File: config.mk
export PLATFORM = sky130hd
export DESIGN_NAME = base64_codec_with_wrap
export DESIGN_NICKNAME = d
export VERILOG_FILES = /design/src/hw/rtl/b64cw_pkg.sv /design/src/hw/rtl/b64cw_enc.sv /design/src/hw/rtl/b64cw_dec.sv /design/src/hw/rtl/b64cw_emit.sv /design/src/hw/rtl/base64_codec_with_wrap.sv
export VERILOG_INCLUDE_DIRS = /design/src /design/src/hw/rtl
export SDC_FILE = /design/constraint.sdc
export NUM_CORES = 1
export LEC_CHECK = 0
export ABC_AREA = 1
export BUFFER_PORTS_ARGS = -buffer_cell sky130_fd_sc_hd__buf_2
export CAP_MARGIN = 0
export CORE_MARGIN = 2
export CORE_UTILIZATION = 50
export DETAILED_ROUTE_END_ITERATION = 8
export PLACE_DENSITY_LB_ADDON = 0.2
export SYNTH_ARGS = -nofsm -noshare
export SYNTH_HDL_FRONTEND = slang
export SYNTH_SLANG_ARGS = --single-unit
File: constraint.sdc
create_clock -name clk -period 10.9 [get_ports clk]
set_clock_uncertainty 0.1 [all_clocks]
set_input_delay 0.545 -clock clk [delete_from_list [all_inputs] [get_ports clk]]
set_output_delay 0.545 -clock clk [all_outputs]
set_load 0.005 [all_outputs]
File: src/hw/rtl/base64_codec_with_wrap_macros.svh
// ----------------------------------------------------------------------------
// base64 codec assertion macros
// Shorthand for the concurrent checks in the codec top level.
// ----------------------------------------------------------------------------
`ifndef BASE64_CODEC_WITH_WRAP_MACROS_SVH
`define BASE64_CODEC_WITH_WRAP_MACROS_SVH

// same-cycle implication, sampled on clk, off during reset
`define B64CW_ASSERT_NOW(lbl, ante, cons, msg) \
    lbl: assert property (@(posedge clk) disable iff (!rst_n) (ante) |-> (cons)) \
        else $error(msg);

// next-cycle implication, sampled on clk, off during reset
`define B64CW_ASSERT_NEXT(lbl, ante, cons, msg) \
    lbl: assert property (@(posedge clk) disable iff (!rst_n) (ante) |=> (cons)) \
        else $error(msg);

`endif

File: src/hw/rtl/b64cw_pkg.sv
`timescale 1ns / 1ps
// ----------------------------------------------------------------------------
// b64cw_pkg
// Shared types, constants and alphabet functions for the base64 codec.
// ----------------------------------------------------------------------------
package b64cw_pkg;

    localparam int RES_MAX   = 6;
    localparam int RES_IDX_W = $clog2(RES_MAX);
    localparam int RES_CNT_W = $clog2(RES_MAX + 1);
    localparam int CFG_IDX_W = 2;
    localparam int CFG_DAT_W = 16;

    localparam logic [CFG_IDX_W-1:0] REG_DECODE_MODE  = 2'd0;
    localparam logic [CFG_IDX_W-1:0] REG_SKIP_INVALID = 2'd1;
    localparam logic [CFG_IDX_W-1:0] REG_WRAP_WIDTH   = 2'd2;

    localparam logic [15:0] WRAP_RESET = 16'd76;
    localparam logic [7:0]  CH_PAD     = 8'h3D;
    localparam logic [7:0]  CH_LF      = 8'h0A;
    localparam logic [7:0]  CH_SPACE   = 8'h20;
    localparam logic [7:0]  CH_TAB     = 8'h09;
    localparam logic [7:0]  CH_CR      = 8'h0D;

    // results of one item, delivered in order data[0] .. data[cnt-1]
    typedef struct packed {
        logic [RES_MAX-1:0][7:0] data;
        logic [RES_CNT_W-1:0]    cnt;
        logic                    err;   // lone error result
    } res_list_t;

    typedef struct packed {
        logic [1:0]  phase;
        logic [7:0]  carry;
        logic [15:0] column;
    } enc_state_t;

    typedef struct packed {
        logic [11:0] acc;
        logic [3:0]  bits;
    } dec_state_t;

    typedef struct packed {
        logic       ok;
        logic [5:0] val;
    } sextet_t;

    // 6-bit value to alphabet character
    function automatic logic [7:0] sextet_char(input logic [5:0] v);
        logic [7:0] w;
        w = {2'b00, v};
        if (v < 6'd26)       return w + 8'h41;
        else if (v < 6'd52)  return w + 8'd71;
        else if (v < 6'd62)  return w - 8'd4;
        else if (v == 6'd62) return 8'h2B;
        else                 return 8'h2F;
    endfunction

    // alphabet character to 6-bit value; ok low outside the alphabet
    function automatic sextet_t char_sextet(input logic [7:0] c);
        sextet_t s;
        s = '0;
        if (c >= 8'h41 && c <= 8'h5A) begin
            s.ok = 1'b1; s.val = 6'(c - 8'h41);
        end else if (c >= 8'h61 && c <= 8'h7A) begin
            s.ok = 1'b1; s.val = 6'(c - 8'd71);
        end else if (c >= 8'h30 && c <= 8'h39) begin
            s.ok = 1'b1; s.val = 6'(c + 8'd4);
        end else if (c == 8'h2B) begin
            s.ok = 1'b1; s.val = 6'd62;
        end else if (c == 8'h2F) begin
            s.ok = 1'b1; s.val = 6'd63;
        end
        return s;
    endfunction

endpackage

File: src/hw/rtl/b64cw_enc.sv
`timescale 1ns / 1ps
// ----------------------------------------------------------------------------
// b64cw_enc
// Encode step: one byte or end marker to characters, padding and newlines.
// ----------------------------------------------------------------------------
module b64cw_enc (
    input  logic [7:0]            in_byte,
    input  logic                  in_end,
    input  b64cw_pkg::enc_state_t st,
    input  logic [15:0]           wrap_width,
    output b64cw_pkg::res_list_t  res,
    output b64cw_pkg::enc_state_t nxt
);
    import b64cw_pkg::*;

    logic [2:0][7:0]      chars;
    logic [1:0]           nch;
    logic [15:0]          col;
    logic [RES_CNT_W-1:0] n;

    // characters of this item
    always_comb
    begin
        chars = '0;
        nch   = 2'd0;
        nxt   = st;
        if (in_end)
        begin
            nxt = '0;
            case (st.phase)
                2'd1:
                begin
                    chars[0] = sextet_char({st.carry[1:0], 4'b0000});
                    chars[1] = CH_PAD;
                    chars[2] = CH_PAD;
                    nch      = 2'd3;
                end
                2'd2:
                begin
                    chars[0] = sextet_char({st.carry[3:0], 2'b00});
                    chars[1] = CH_PAD;
                    nch      = 2'd2;
                end
                default: ;
            endcase
        end
        else
        begin
            case (st.phase)
                2'd1:
                begin
                    chars[0]  = sextet_char({st.carry[1:0], in_byte[7:4]});
                    nch       = 2'd1;
                    nxt.carry = {4'b0000, in_byte[3:0]};
                    nxt.phase = 2'd2;
                end
                2'd2:
                begin
                    chars[0]  = sextet_char({st.carry[3:0], in_byte[7:6]});
                    chars[1]  = sextet_char(in_byte[5:0]);
                    nch       = 2'd2;
                    nxt.carry = 8'h00;
                    nxt.phase = 2'd0;
                end
                default:
                begin
                    chars[0]  = sextet_char(in_byte[7:2]);
                    nch       = 2'd1;
                    nxt.carry = {6'b000000, in_byte[1:0]};
                    nxt.phase = 2'd1;
                end
            endcase
        end

        // place characters, a newline after each one that fills the line and one to close an open line at the end
        res = '0;
        n   = '0;
        col = st.column;
        for (int k = 0; k < 3; k++)
        begin
            if (2'(k) < nch)
            begin
                res.data[RES_IDX_W'(n)] = chars[k];
                n = n + 1'b1;
                if (wrap_width != 16'd0)
                begin
                    col = col + 16'd1;
                    if (col == wrap_width)
                    begin
                        res.data[RES_IDX_W'(n)] = CH_LF;
                        n   = n + 1'b1;
                        col = 16'd0;
                    end
                end
            end
        end
        if (in_end && wrap_width != 16'd0 && col != 16'd0)
        begin
            res.data[RES_IDX_W'(n)] = CH_LF;
            n = n + 1'b1;
        end
        res.cnt    = n;
        nxt.column = in_end ? 16'd0 : col;
    end

endmodule

File: src/hw/rtl/b64cw_dec.sv
`timescale 1ns / 1ps
// ----------------------------------------------------------------------------
// b64cw_dec
// Decode step: one text character to at most one byte or an error result.
// ----------------------------------------------------------------------------
module b64cw_dec (
    input  logic [7:0]            in_byte,
    input  b64cw_pkg::dec_state_t st,
    input  logic                  skip_invalid,
    output b64cw_pkg::res_list_t  res,
    output b64cw_pkg::dec_state_t nxt,
    output logic                  halt_set
);
    import b64cw_pkg::*;

    sextet_t    sx;
    logic       is_ws;
    logic [3:0] bits6;
    logic [3:0] rem;

    assign sx    = char_sextet(in_byte);
    assign is_ws = (in_byte == CH_SPACE) || (in_byte >= CH_TAB && in_byte <= CH_CR);
    assign bits6 = st.bits + 4'd6;
    assign rem   = bits6 - 4'd8;

    always_comb
    begin
        res      = '0;
        nxt      = st;
        halt_set = 1'b0;
        if (in_byte == CH_PAD)
        begin
            halt_set = 1'b1;
        end
        else if (!sx.ok)
        begin
            if (!is_ws && !skip_invalid)
            begin
                res.cnt  = RES_CNT_W'(1);
                res.err  = 1'b1;
                halt_set = 1'b1;
            end
        end
        else
        begin
            nxt.acc = {st.acc[5:0], sx.val};
            if (bits6 >= 4'd8)
            begin
                nxt.bits    = rem;
                res.data[0] = 8'(nxt.acc >> rem);
                res.cnt     = RES_CNT_W'(1);
            end
            else
            begin
                nxt.bits = bits6;
            end
        end
    end

endmodule

File: src/hw/rtl/b64cw_emit.sv
`timescale 1ns / 1ps
// ----------------------------------------------------------------------------
// b64cw_emit
// Result buffer: holds one item's results and sends them one per cycle while m_tready is high.
// ----------------------------------------------------------------------------
module b64cw_emit (
    input  logic                 clk,
    input  logic                 rst_n,
    input  logic                 load,
    input  b64cw_pkg::res_list_t load_list,
    output logic                 can_load,
    output logic                 m_tvalid,
    input  logic                 m_tready,
    output logic [7:0]           m_tdata,
    output logic                 m_tuser,
    output logic                 m_tlast
);
    import b64cw_pkg::*;

    res_list_t            list_reg;
    logic [RES_CNT_W-1:0] idx_reg;
    logic                 busy;
    logic                 last;

    assign busy     = idx_reg < list_reg.cnt;
    assign last     = idx_reg == (list_reg.cnt - 1'b1);
    assign can_load = !busy || (m_tready && last);

    assign m_tvalid = busy;
    assign m_tdata  = busy ? list_reg.data[RES_IDX_W'(idx_reg)] : 8'h00;
    assign m_tuser  = list_reg.err;
    assign m_tlast  = last;

    always_ff @(posedge clk or negedge rst_n)
    begin
        if (!rst_n)
        begin
            list_reg <= '0;
            idx_reg  <= '0;
        end
        else if (load)
        begin
            list_reg <= load_list;
            idx_reg  <= '0;
        end
        else if (busy && m_tready)
        begin
            idx_reg <= idx_reg + 1'b1;
        end
    end

endmodule

File: src/hw/rtl/base64_codec_with_wrap.sv
`timescale 1ns / 1ps
`include "base64_codec_with_wrap_macros.svh"
// ----------------------------------------------------------------------------
// base64_codec_with_wrap
// Streaming base64 encoder/decoder with line wrapping, one byte per transaction.
// ----------------------------------------------------------------------------
//  channel   | dir | tdata / data          | tuser          | tlast
//  s_axis    | in  | [7:0] in_byte         | end_of_input   | -
//  m_axis    | out | [7:0] out_byte        | invalid_input  | last_of_run
//  cfg       | in  | cfg_index, cfg_data   | -              | -
//
//  An input transaction lands in an input register; its results (0 to 6) are
//  computed there and loaded into the single-output result buffer when it is
//  empty or its last result is being taken. The buffer sends one result per
//  cycle while m_tready is high.
//  Reset clears codec state, decode_mode, skip_invalid; wrap_width -> 76.
//  m_tready low holds the current result; s_tready drops once the input
//  register holds an item that the result buffer cannot take.
// ----------------------------------------------------------------------------
module base64_codec_with_wrap (
    input  logic                               clk,
    input  logic                               rst_n,
    // input stream
    input  logic                               s_tvalid,
    output logic                               s_tready,
    input  logic [7:0]                         s_tdata,   // [7:0] in_byte
    input  logic                               s_tuser,   // [0] end_of_input
    // result stream
    output logic                               m_tvalid,
    input  logic                               m_tready,
    output logic [7:0]                         m_tdata,   // [7:0] out_byte
    output logic                               m_tuser,   // [0] invalid_input
    output logic                               m_tlast,
    // configuration writes
    input  logic                               cfg_wr_en,
    input  logic [b64cw_pkg::CFG_IDX_W-1:0]    cfg_index,
    input  logic [b64cw_pkg::CFG_DAT_W-1:0]    cfg_data
);
    import b64cw_pkg::*;

    // configuration registers
    logic        decode_mode_reg;
    logic        skip_invalid_reg;
    logic [15:0] wrap_width_reg;

    // input register
    logic        in_valid_reg;
    logic [7:0]  in_byte_reg;
    logic        in_end_reg;

    // codec state (encode and decode keep separate state)
    enc_state_t  enc_reg;
    dec_state_t  dec_reg;
    logic        halted_reg;

    enc_state_t  enc_next;
    dec_state_t  dec_next;
    logic        dec_halt;
    res_list_t   enc_res;
    res_list_t   dec_res;
    res_list_t   sel_res;
    logic        can_load;
    logic        move;

    // item leaves the input register when the result buffer can take it
    assign move     = in_valid_reg && can_load;
    assign s_tready = !in_valid_reg || can_load;

    always_ff @(posedge clk or negedge rst_n)
    begin
        if (!rst_n)
        begin
            decode_mode_reg  <= 1'b0;
            skip_invalid_reg <= 1'b0;
            wrap_width_reg   <= WRAP_RESET;
        end
        else if (cfg_wr_en)
        begin
            unique case (cfg_index)
                REG_DECODE_MODE:  decode_mode_reg  <= cfg_data[0];
                REG_SKIP_INVALID: skip_invalid_reg <= cfg_data[0];
                REG_WRAP_WIDTH:   wrap_width_reg   <= cfg_data[15:0];
                default: ;
            endcase
        end
    end

    always_ff @(posedge clk or negedge rst_n)
    begin
        if (!rst_n)
        begin
            in_valid_reg <= 1'b0;
        end
        else if (s_tready)
        begin
            in_valid_reg <= s_tvalid;
        end
    end

    always_ff @(posedge clk)
    begin
        if (s_tready && s_tvalid)
        begin
            in_byte_reg <= s_tdata;
            in_end_reg  <= s_tuser;
        end
    end

    b64cw_enc u_enc (
        .in_byte    (in_byte_reg),
        .in_end     (in_end_reg),
        .st         (enc_reg),
        .wrap_width (wrap_width_reg),
        .res        (enc_res),
        .nxt        (enc_next)
    );

    b64cw_dec u_dec (
        .in_byte      (in_byte_reg),
        .st           (dec_reg),
        .skip_invalid (skip_invalid_reg),
        .res          (dec_res),
        .nxt          (dec_next),
        .halt_set     (dec_halt)
    );

    // end item: encode flush unless halted; decode end gives nothing
    always_comb
    begin
        if (in_end_reg)
            sel_res = (!halted_reg && !decode_mode_reg) ? enc_res : '0;
        else if (halted_reg)
            sel_res = '0;
        else
            sel_res = decode_mode_reg ? dec_res : enc_res;
    end

    always_ff @(posedge clk or negedge rst_n)
    begin
        if (!rst_n)
        begin
            enc_reg    <= '0;
            dec_reg    <= '0;
            halted_reg <= 1'b0;
        end
        else if (move)
        begin
            if (in_end_reg)
            begin
                enc_reg    <= '0;
                dec_reg    <= '0;
                halted_reg <= 1'b0;
            end
            else if (!halted_reg)
            begin
                if (decode_mode_reg)
                begin
                    dec_reg    <= dec_next;
                    halted_reg <= dec_halt;
                end
                else
                begin
                    enc_reg <= enc_next;
                end
            end
        end
    end

    b64cw_emit u_emit (
        .clk       (clk),
        .rst_n     (rst_n),
        .load      (move),
        .load_list (sel_res),
        .can_load  (can_load),
        .m_tvalid  (m_tvalid),
        .m_tready  (m_tready),
        .m_tdata   (m_tdata),
        .m_tuser   (m_tuser),
        .m_tlast   (m_tlast)
    );

    // error result stands alone and carries a zero byte
    `B64CW_ASSERT_NOW(a_err_alone, m_tvalid && m_tuser, m_tlast && (m_tdata == 8'h00), "error result not alone")
    // end item clears all codec state
    `B64CW_ASSERT_NEXT(a_end_clears, move && in_end_reg, (enc_reg == '0) && (dec_reg == '0) && !halted_reg, "end item left state")
    // halted non-end items produce no output
    `B64CW_ASSERT_NEXT(a_halt_quiet, move && halted_reg && !in_end_reg, !m_tvalid, "output while halted")

endmodule

Yosys cells after proc, flatten, opt, wreduce, memory -nomap -nowiden. Index checks and enable logic that the tools add are counted.

Flip-flop bits (word level): 116. Bits in latches: 0. Bits in writable memories: 0. Memory bits (read-only): 0. Input port bits: 32. Output and inout port bits: 12. Memories kept: 0.

Add/subtract/negate cells: 33. $mul: 0. Div/mod/pow operators: 0. Magnitude comparators: 42. Equal/unequal tests: 19. Shift operators: 1. Muxes and demuxes: 108. Bitwise operators: 9. Reductions and logical operators: 37.

Operators by type and width (number): 2-to-1 mux 48 bit (7); 2-to-1 mux 8 bit (29); 2-to-1 mux 52 bit (4); 2-to-1 mux 16 bit (11); demux 8 bit (select 3 bit) (5); bitwise AND 36 bit (3); inverter 36 bit (3); adder 6 x 7 -> 8 bit, second input constant (12); bitwise mux 48 bit (2); 2-to-1 mux 26 bit (3); less-than comparator 6 bit, second input constant (12); 2-to-1 mux 10 bit (5); adder 16 x 1 -> 16 bit, second input constant (3); equality test 16 bit (3); 2-to-1 mux 3 bit (16); subtractor 6 x 3 -> 7 bit, second input constant (6); less-than comparator 6 x 5 -> 1 bit, second input constant (6); bitwise OR 12 bit (3); 2-to-1 mux 7 bit (5); equality test 8 x 6 -> 1 bit, second input constant (4); nonzero test 16 bit (2); case mux 14 bit (2 select lines) (1); binary-select mux 8 bit (select 3 bit) (1); equality test 6 bit, second input constant (4); 42 further kinds (99).

Longest topological paths before layout. Gate-level depths: netlist (run 1).

Depth after elaboration: 25. Mapped depth: 54.

Cells and area by module. Synthesis (run 1) repeated with hierarchy kept, for this count alone.

Cells, all modules: 2724. Area total of the unflattened synthesis: 15967.8 µm².

By module, submodules not included: b64cw_enc (times used 1, cells each 1565, area each 7661.1 µm², seq. area each 0.0 µm²); base64_codec_with_wrap (times used 1, cells each 467, area each 3758.6 µm², seq. area each 1825.5 µm²); b64cw_emit (times used 1, cells each 370, area each 2750.1 µm², seq. area each 1376.3 µm²); b64cw_dec (times used 1, cells each 322, area each 1798.0 µm², seq. area each 0.0 µm²).

Least setup slack after synthesis (run 1). Ideal clock, no wire load.

Path kind: register -> register. Start point: register enc_reg[0] (netlist name). End point: register u_emit.list_reg[13] (netlist name). Library setup time: 117 ps. Data arrival time: 5498 ps. Data required time: 10683 ps. Path slack: 5185 ps. Stages on the path, launching flop included: 48. Path buffers: 2. Period minus slack after synthesis: 5715 ps. Path through: dfrtp_1 > ha_1 > nand2_2 > nor2_4 > nand4_1 > nand2_1 > nand2_1 > nand2_1 > nand2_1 > nor2_1 > nand3_2 > buf_6 > nand2_2 > nand2_2 > ha_1 > xnor2_1 > nand2_1 > nor2_1 > [... 12 more ...] > nand3_1 > nor2_1 > nand3_1 > nor2_1 > nand3_1 > nor2_2 > nand2_2 > buf_6 > a22oi_1 > nand2_1 > nor2_1 > nand3_4 > nand3_2 > inv_2 > nand2_4 > nand2_1 > nand2_1 > nand2_1.

Word-level cells in the longest chain between the ends: 24. Elaborated cells on any way between the ends: 74. Those cells by class: add/sub: 7; order compare: 10; eq/ne: 3; mux: 44; bitwise: 3; reduce/logical: 7.

RTL lines: start: declaration (line base64_codec_with_wrap.sv:52) `enc_state_t enc_reg;`; start signal: assignment (line base64_codec_with_wrap.sv:163) `enc_reg <= enc_next;`; adder 16 x 1 -> 16 bit (line b64cw_enc.sv:87) `col = col + 16'd1;`; equality test 16 bit (line b64cw_enc.sv:88) `if (col == wrap_width)`; 2-to-1 mux 16 bit or 2-to-1 mux 2 bit (tied branches) (line b64cw_enc.sv:88); 2-to-1 mux 16 bit or 2-to-1 mux 3 bit (tied branches) (line b64cw_enc.sv:85) `if (wrap_width != 16'd0)`; 2-to-1 mux 16 bit or 2-to-1 mux 3 bit (tied branches) (line b64cw_enc.sv:81) `if (2'(k) < nch)`; adder 16 x 1 -> 16 bit, or another cell as far along (line b64cw_enc.sv:87); equality test 16 bit, or another cell as far along (line b64cw_enc.sv:88); 2-to-1 mux 16 bit, or another cell as far along (line b64cw_enc.sv:88); [... 8 more ...]; logical AND 1 bit (not written as such) or 2-to-1 mux 48 bit (tied branches) (line b64cw_enc.sv:99, b64cw_enc.sv:88); 2-to-1 mux 8 bit (not written as such) or 2-to-1 mux 48 bit (tied branches) (line b64cw_enc.sv:99, b64cw_enc.sv:85); demux 8 bit (select 3 bit) or 2-to-1 mux 48 bit (tied branches); bitwise OR 12 bit (no source line); 2-to-1 mux 48 bit (*) (line b64cw_enc.sv:97) `if (in_end && wrap_width != 16'd0 && col != 16'd0)`; 2-to-1 mux 52 bit (line base64_codec_with_wrap.sv:135) `sel_res = decode_mode_reg ? dec_res : enc_res;`; 2-to-1 mux 52 bit (line base64_codec_with_wrap.sv:132) `else if (halted_reg)`; 2-to-1 mux 52 bit (*) (line base64_codec_with_wrap.sv:130) `if (in_end_reg)`; end signal: assignment (line b64cw_emit.sv:43) `list_reg <= load_list;`; end: declaration (line b64cw_emit.sv:20) `res_list_t list_reg;`.

Mark *: on every way between the ends. The rest lies on a longest branch, timed or not. A chain may end at the register's enable or synchronous reset.

Worst setup path after layout (run 1).
Start point: register wrap_width_reg[7]. End point: register u_emit.list_reg[37] (netlist name).

Word-level cells in the longest chain between the ends: 23. Elaborated cells on any way between the ends: 72. Those cells by class: add/sub: 6; order compare: 10; eq/ne: 3; mux: 41; bitwise: 3; reduce/logical: 9.

RTL lines: start: declaration (line base64_codec_with_wrap.sv:44) `logic [15:0] wrap_width_reg;`; start signal: assignment (line base64_codec_with_wrap.sv:82) `REG_WRAP_WIDTH: wrap_width_reg <= cfg_data[15:0];`; equality test 16 bit (line b64cw_enc.sv:88); 2-to-1 mux 16 bit or 2-to-1 mux 2 bit (tied branches) (line b64cw_enc.sv:88); 2-to-1 mux 16 bit or 2-to-1 mux 3 bit (tied branches) (line b64cw_enc.sv:85); 2-to-1 mux 16 bit or 2-to-1 mux 3 bit (tied branches) (line b64cw_enc.sv:81); adder 16 x 1 -> 16 bit, or another cell as far along (line b64cw_enc.sv:87); equality test 16 bit, or another cell as far along (line b64cw_enc.sv:88); 2-to-1 mux 16 bit, or another cell as far along (line b64cw_enc.sv:88); 2-to-1 mux 16 bit, or another cell as far along (line b64cw_enc.sv:85); [... 7 more ...]; logical AND 1 bit (not written as such) or 2-to-1 mux 48 bit (tied branches) (line b64cw_enc.sv:99, b64cw_enc.sv:88); 2-to-1 mux 8 bit (not written as such) or 2-to-1 mux 48 bit (tied branches) (line b64cw_enc.sv:99, b64cw_enc.sv:85); demux 8 bit (select 3 bit) or 2-to-1 mux 48 bit (tied branches); bitwise OR 12 bit (no source line); 2-to-1 mux 48 bit (*) (line b64cw_enc.sv:97); 2-to-1 mux 52 bit (line base64_codec_with_wrap.sv:135); 2-to-1 mux 52 bit (line base64_codec_with_wrap.sv:132); 2-to-1 mux 52 bit (*) (line base64_codec_with_wrap.sv:130).

Marks and branches as above.

==> results.cfg, run 1 <==
[synth]
synth.largest_area_cell = dfrtp_1
yosys_warnings = 0
ys_types = 67
ys_ff_latch = 105
syn_inst = 2036
synth.top_cell.area_share_pct = 19.3
synth_edf_count = 9
ys.flop_type = dfrtp_1
synthMostInstantiatedCell = nand2_1
async_reset_ff_share_pct = 91.4
avgSynthCellArea_um2 = 5.91
netlist_area_um2 = 12000
synthesis.nets = 2111
ys_top_cells_by_count = nand2_1 (612), inv_1 (229), nor2_1 (226)
synth_area_leaders = dfrtp_1 (19%), nand2_1 (19%), nand3_1 (8.1%), inv_1 (7.1%), nor2_1 (7.0%)
synth.yosys.seq_area_share_pct = 22.2

[worst_setup_path]
cpPeakStageDelay_ns = 0.74
worst_setup_path_start_kind = flop
critPathMostFrequentCell = nand2_1
worst-path-buf-inv = 4
r2r_setup_slack_ns = 2.48
worst-path-max-fanout = 29
crit_path_top_delay_cell = nor4_1
required_ns = 11.05
r2r-start = wrap_width_reg[7]
worstReg2RegEnd = u_emit.list_reg[37]
endpoint_kind = flop
worst_ep_arrival_time_ns = 8.56
rr_worst_depth = 38
critPathTopFamily = simple AND/OR/NAND/NOR gates
critPathKind = flop to flop
critPathLaunch = wrap_width_reg[7]

[drt]
via_count = 13800
ant_nets = 0
drc = 0
avgViaCountPerCell = 5.84
wirelength_mm = 42.0
drt-pass1-iter-count = 7
drt_iter0_drc = 1654
wl_per_cell_um = 17.8

[placed_design]
place_congestion = 1.05
portBuffers = 43
dpl.cell_count = 2349
dp_hpwl_mm = 32.9

[finish]
layout-drive-gt1-share_pct = 7.62
areaGrowthSynthToFinish_pct = 6.15
nets = 2116
num_antenna_cells = 0
fillCellCount = 2515
utilization_pct = 54.3
stdcell_count = 2365
largest_reg_flops = 41

[global_routing]
grt_pass1_wl_mm = 67.7
grt_max_degree = 61
antenna_found_initial = 1
grt.overflow.total = 0
grt_pass1_vias = 12600
gr-usage-all-layers_pct = 33.0

[floorplanning]
ios = 44
core_area_um2 = 23500
initial_core_util_pct = 51.1
num_rows = 56
fp.dieW_um = 159
fp.dieArea_um2 = 25300
die-height_um = 159

[timing]
setup_viol = 0
tightestPinTransition_ns = 0.970
min_period_ns = 8.42
hold_viol = 0
min_period_over_period_pct = 77.2
rsz0062_at_grt = false
tns_ns = 0
drv_slew = 0
maxSlewHeadroom_pct = 35.2
fmax_mhz = 119

[cts]
cts_setup_buffers = 0
cts-buffers-inserted = 9
ctsHoldBuffers = 0
cts_root_buffer = clkbuf_16
cts.sinks = 105
cts_tree = done
h-tree-depth = 3
cts-resized-gates = 0
worstSkewPairLatency_ns = 0.38
cts.clk_slew.worst_paths_ns = 0.09
clockBufferDepth = 2

[power_and_ir_drop]
leakagePower_nw = 6.27
power_density_nw_per_um2 = 288
ir_worst_vdd_mv = 0.217

[min_path]
hp-class = input port to asynchronous set/reset pin

[run_status]
run_status = complete, no violations

[flow_run]
cap_violations = 0
area by class of cell:
type                            count  area (um2)  area share (%)
Timing Repair Buffer               54         300            2.35
Sequential cell                   105        2680            20.9
Inverter                          252         946            7.40
Multi-Input combinational cell   1619        8160            63.9
Clock buffer                        9         225            1.76
Clock inverter                      7        68.8           0.539
Tap cell                          319         399            3.12
layout by cell type (no fill, tap or decap), drive strengths merged, types with 5 or more instances in the layout:
| cell | count |
|---|---|
| a21oi | 112 |
| a22oi | 7 |
| a31oi | 12 |
| a32o | 6 |
| a32oi | 5 |
| buf | 54 |
| clkbuf | 9 |
| clkinv | 13 |
| dfrtp | 93 |
| edfxtp | 9 |
| ha | 43 |
| inv | 245 |
| nand2 | 640 |
| nand3 | 203 |
| nand3b | 6 |
| nand4 | 47 |
| nor2 | 248 |
| nor3 | 13 |
| nor4 | 7 |
| o211ai | 14 |
| o21ai | 146 |
| o22ai | 26 |
| o311ai | 6 |
| o31ai | 8 |
| xnor2 | 9 |
| xor2 | 22 |
layer usage:
layer  GRT usage, %  up-vias  part of all wire (%)
met2           49.3      675                    42
met4           9.83        2                   2.6
met5              0        -                 0.029
li1               -     6734                     -
met3           6.75       83                   9.7
met1           48.0     6319                    45
through the flow:
stage | setup WS, ns | instance area (um2) | hold slack, ns | total power [mW]
after floorplan | 5.19 | 12000 | 0.149 | 2.57
after global routing | 1.83 | 12800 | 0.0625 | 4.02
final | 2.48 | 12800 | 0.0164 | 3.67
after CTS | 2.82 | 12800 | 0.0466 | 3.61
after global placement | 2.95 | 12500 | 0.362 | 3.25
after detailed placement | 2.88 | 12500 | 0.367 | 3.25
power breakdown:
group / switching [mW] / internal, mW
logic: 1.83 / 0.796
registers: 0.177 / 0.525
clock network: 0.182 / 0.162
total: 2.19 / 1.48
how the worst max path moves through the flow:
stage / endpoint / slack [ns] / cells past startpoint
6_report: u_emit.list_reg[37] / 2.48 / 38
5_1_grt: u_emit.list_reg[37] / 1.83 / 37
4_1_cts: u_emit.list_reg[37] / 2.82 / 37
2_1_floorplan: u_emit.list_reg[13] / 5.19 / 47
3_3_place_gp: u_emit.list_reg[37] / 2.95 / 40
3_5_place_dp: u_emit.list_reg[37] / 2.88 / 40
cells by family after synthesis:
| group | after synthesis | synth area share [%] |
|---|---|---|
| compound gates | 365 | 17.5 |
| xor+xnor | 34 | 2.89 |
| fa+ha+maj | 43 | 4.47 |
| buf+inv | 312 | 9.96 |
| flops | 105 | 22.2 |
| mux | 2 | 0.177 |
| simple gates | 1175 | 42.8 |
Power figures use the tool's default switching activity.
==> run 2: changes to the inputs <==
clock period = 8.2 ns   (was 10.9 ns; I/O delays follow)
==> run 2 against run 1 <==
  * Sequential power rose by 32%
  * Sequential share of layout area fell by 0.17 points
  * Non-clock buffer count rose by 8
  * Final area rose by 0.81%
  * Flip-flop and latch count did not move
  * Power rose by 36%
  * First-iteration DRC count rose by 4.3%
  * Global-route usage rose by 1.5 points
  * Largest cell class unchanged
  * Largest power group unchanged
  * Highest routed layer is now met4
==> results.cfg, run 2 (synthesis gave the netlist of run 1 again) <==
[run_status]
run_status = complete, no violations

[min_path]
hp-class = input port to flop
hold_path_startpoint = s_tdata[4]
whs_path_depth = 1

[worst_setup_path]
worst_ep_arrival_time_ns = 7.82
rr_worst_depth = 36
worst-path-max-fanout = 16
worst_setup_path_start_kind = flop
required_ns = 8.34
path_depth = 36
crit_path_top_delay_cell = nor4_1
critPathMostFrequentCell = nand2_1
critPathKind = flop to flop
r2r-start = wrap_width_reg[7]
critPathTopFamily = simple AND/OR/NAND/NOR gates
worst-path-buf-inv = 2
critPathLaunch = wrap_width_reg[7]
cpPeakStageDelay_ns = 0.51
endpoint_kind = flop

[drt]
drt_iter0_drc = 1725
drt-pass1-iter-count = 6
drc = 0
via_count = 14000
ant_nets = 0
wirelength_mm = 44.3
avgViaCountPerCell = 5.89
wl_per_cell_um = 18.7

[finish]
fillCellCount = 2496
layout-drive-gt1-share_pct = 8.13
layout_commonest_cell = nand2_1
areaGrowthSynthToFinish_pct = 7.02
stdcell_count = 2373
largest_reg_flops = 41
final_cell_mix = nand2_1 (611), inv_1 (229), nor2_1 (225)
nets = 2124
num_antenna_cells = 0

[timing]
hold_viol = 0
tns_ns = 0
maxSlewHeadroom_pct = 31.1
tightestPinTransition_ns = 1.03
min_period_over_period_pct = 93.7
setup_viol = 0
min_period_ns = 7.68
rsz0062_at_grt = false
drv_slew = 0
holdWs_ns = 0.104
fmax_mhz = 130

[placed_design]
place_congestion = 1.03
portBuffers = 43
dpl.cell_count = 2356
dp_hpwl_mm = 34.5

[cts]
clockBufferDepth = 2
cts_tree = done
cts_root_buffer = clkbuf_16
worstSkewPairLatency_ns = 0.37
cts.clk_slew.worst_paths_ns = 0.09
h-tree-depth = 3
cts-buffers-inserted = 9
cts.sinks = 105

[power_and_ir_drop]
leakagePower_nw = 6.32
power_density_nw_per_um2 = 387
ir_worst_vdd_mv = 0.259

[global_routing]
grt_pass1_wl_mm = 69.9
antenna_found_initial = 0
grt_max_degree = 59
gr-usage-all-layers_pct = 34.5
grt_pass1_vias = 12600
grt.overflow.total = 0

[floorplanning]
initial_core_util_pct = 51.1
num_rows = 56
die-height_um = 159
fp.dieArea_um2 = 25300
ios = 44
fp.dieW_um = 159
core_area_um2 = 23500

[flow_run]
cap_violations = 0
run 2: metrics by stage:
| step | worst slack (ns) | cell area [um2] | util [%] | power, mW |
|---|---|---|---|---|
| 2_1_floorplan | 2.49 | 12000 | - | 3.42 |
| 3_3_place_gp | 0.738 | 12500 | 53.2 | 4.37 |
| 3_5_place_dp | 0.697 | 12500 | 53.2 | 4.38 |
| 4_1_cts | 0.624 | 12900 | 54.7 | 4.89 |
| 5_1_grt | 0.0177 | 12900 | 54.7 | 5.44 |
| 6_report | 0.515 | 12900 | 54.7 | 4.99 |
run 2: worst reg2reg max path: cells and delay by family, from the launching register on:
family / cells / cell delay (ns)
AOI/OAI and AO/OA: 4 / 0.72
xor gates and xnor gates: 1 / 0.15
adders and majority gates: 1 / 0.33
buffers and inverters: 2 / 0.39
DFF: 1 / 0.47
and+or+nand+nor: 28 / 5.38
run 2: timing repair:
action / in CTS / in global routing
resized for setup: 0 / 4
hold buffers: 1 / 0
hold endpoints to repair: 35 / 0
setup buffers: 0 / 0
endpoints found under the setup margin: 0 / 33
run 2: final cells by class:
cell class              instances  area, um2  area share [%]
flip-flops and latches        105       2680            20.8
clock inverters                 7       96.3           0.748
inverters                     252        946            7.34
repair buffers                 62        363            2.82
well taps                     319        399            3.10
multi-input cells            1619       8170            63.5
clock buffers                   9        225            1.75
run 2: power by group:
group	internal [mW]	total, mW	switching (mW)
Clock	0.248	0.498	0.250
Combinational	1.07	3.56	2.49
Sequential	0.698	0.928	0.229
run 2: worst paths after layout:
path	end	slack, ns
worst max-delay path	u_emit.list_reg[37]	0.52
worst min-delay path	in_byte_reg[4]	0.10
worst max register to register	u_emit.list_reg[37]	0.52
worst min register to register	u_emit.list_reg[24]	0.39
max in group asynchronous	halted_reg	6.38
min in group asynchronous	wrap_width_reg[13]	0.44
run 2: per-layer routing:
layer / global-route usage [%] / part of all wire, % / routed length [um]
met2: 50.9 / 42 / 18400
met3: 5.57 / 9.7 / 4300
met4: 11.9 / 3.3 / 1480
met5: 0 / 0 / 0
met1: 50.9 / 45 / 20100
==> run 3: changes to the inputs <==
RECOVER_POWER = 25   (was not set)
clock period = 6.2 ns   (was 8.2 ns; I/O delays follow)
==> run 3 against run 2 <==
  * The flow now finishes with violations (max-capacitance violations, max-slew violations, negative setup slack)
  * Critical path depth rose by 13
  * Flip-flop and latch count did not move
  * Via count rose by 6.2%
==> results.cfg, run 3 (synthesis gave the netlist of run 1 again) <==
[timing]
maxSlewHeadroom_pct = -50.3
rsz0062_at_grt = true
layout_setup_ws_ns = -0.00818
min_period_over_period_pct = 100
tightestPinTransition_ns = 2.25
hold_viol = 0
tns_ns = -0.00818
drv_slew = 39
fmax_mhz = 161
setup_viol = 1
min_period_ns = 6.21

[drt]
drt-pass1-iter-count = 7
drt_iter0_drc = 1658
wl_per_cell_um = 17.8
avgViaCountPerCell = 5.74
wirelength_mm = 46.0
via_count = 14800
drc = 0
ant_nets = 0

[floorplanning]
fp.dieW_um = 159
num_rows = 56
ios = 44
core_area_um2 = 23500
fp.dieArea_um2 = 25300
initial_core_util_pct = 51.1
die-height_um = 159

[placed_design]
portBuffers = 43
place_congestion = 1.01
dpl_worst_slack_ns = -0.466
dp_hpwl_mm = 35.9

[cts]
worstSkewPairLatency_ns = 0.37
cts.sinks = 105
cts-buffers-inserted = 9
cts.clk_slew.worst_paths_ns = 0.09
h-tree-depth = 3
cts_root_buffer = clkbuf_16
clockBufferDepth = 2
cts_tree = done

[worst_setup_path]
critPathKind = flop to flop
endpoint_kind = flop
cpPeakStageDelay_ns = 0.40
critPathMostFrequentCell = nand2_1
required_ns = 6.35
worst_ep_arrival_time_ns = 6.36
crit_path_top_delay_cell = dfrtp_1
worst_setup_path_start_kind = flop
worst-path-max-fanout = 8

[finish]
largest_reg_flops = 41
fillCellCount = 2285
final_cell_mix = nand2_1 (572), inv_1 (228), buf_4 (217)
utilization_pct = 63.7
layout_commonest_cell = nand2_1
nets = 2334
layout-drive-gt1-share_pct = 21.2
areaGrowthSynthToFinish_pct = 24.7
num_antenna_cells = 0

[power_and_ir_drop]
leakagePower_nw = 7.45
power_density_nw_per_um2 = 517
ir_worst_vdd_mv = 0.301
p_total_mw = 7.76

[global_routing]
gr-usage-all-layers_pct = 35.0
grt.overflow.total = 0
grt_pass1_vias = 13400
antenna_found_initial = 1
grt_max_degree = 60
grt_pass1_wl_mm = 71.4

[run_status]
violations = max-capacitance violations, max-slew violations, negative setup slack
run_status = finished with violations

[min_path]
hp-class = input port to flop

[flow_run]
cap_violations = 1
-- run 3: worst max-delay path, delay by kind of cell, from the launching register on --
kind | cells | cell delay [ns]
compound gates | 2 | 0.38
buf+inv | 7 | 0.77
flops | 1 | 0.40
simple gates | 40 | 4.45
-- run 3: report_power, final --
part	switching, mW	internal [mW]	leakage (nW)	total, mW
logic	3.69	2.26	5.99	5.95
registers	0.284	0.928	1.32	1.21
clock network	0.312	0.285	0.143	0.597
total	4.28	3.48	7.45	7.76
-- run 3: final timing paths --
path,cells past startpoint,endpoint,slack [ns],from
worst max-delay path,49,u_emit.list_reg[47],-0.008,enc_reg[6]
worst min-delay path,1,in_byte_reg[1],0.02,s_tdata[1]
worst max register to register,49,u_emit.list_reg[47],-0.008,enc_reg[6]
worst min register to register,2,u_emit.list_reg[23],0.38,u_emit.list_reg[23]
max in group asynchronous,3,halted_reg,3.19,rst_n
min in group asynchronous,2,wrap_width_reg[13],1.03,rst_n
-- run 3: timing repair --
action	4_1_cts	5_1_grt
hold buffers	1	0
gates resized for setup	38	113
pin swaps	20	65
gates cloned	2	1
endpoints found under the hold margin	34	0
buffers inserted	9	13
setup endpoints to repair	33	45
-- run 3: per-layer routing --
layer / wire length (um) / global-route usage (%) / vias to the layer above
met4: 1360 / 10.9 / 2
met1: 20100 / 49.9 / 6767
met2: 19400 / 51.8 / 777
met5: 46 / 1.33 / -
met3: 5080 / 8.80 / 110
li1: - / - / 7174
-- run 3: stage by stage --
step,hold WS [ns],instances,area [um2]
2_1_floorplan,-0.0856,2036,12000
3_3_place_gp,0.224,2541,13900
3_5_place_dp,0.224,2541,13900
4_1_cts,0.0132,2569,14500
5_1_grt,0.0158,2583,15000
6_report,0.0175,2583,15000
-- run 3: cell type report --
type / count / area, um2 / share of cell area, %
repair buffers: 269 / 1950 / 13.0
well taps: 319 / 399 / 2.66
flip-flops and latches: 105 / 2690 / 17.9
inverters: 252 / 948 / 6.32
multi-input cells: 1622 / 8730 / 58.1
clock buffers: 9 / 225 / 1.50
clock inverters: 7 / 68.8 / 0.459
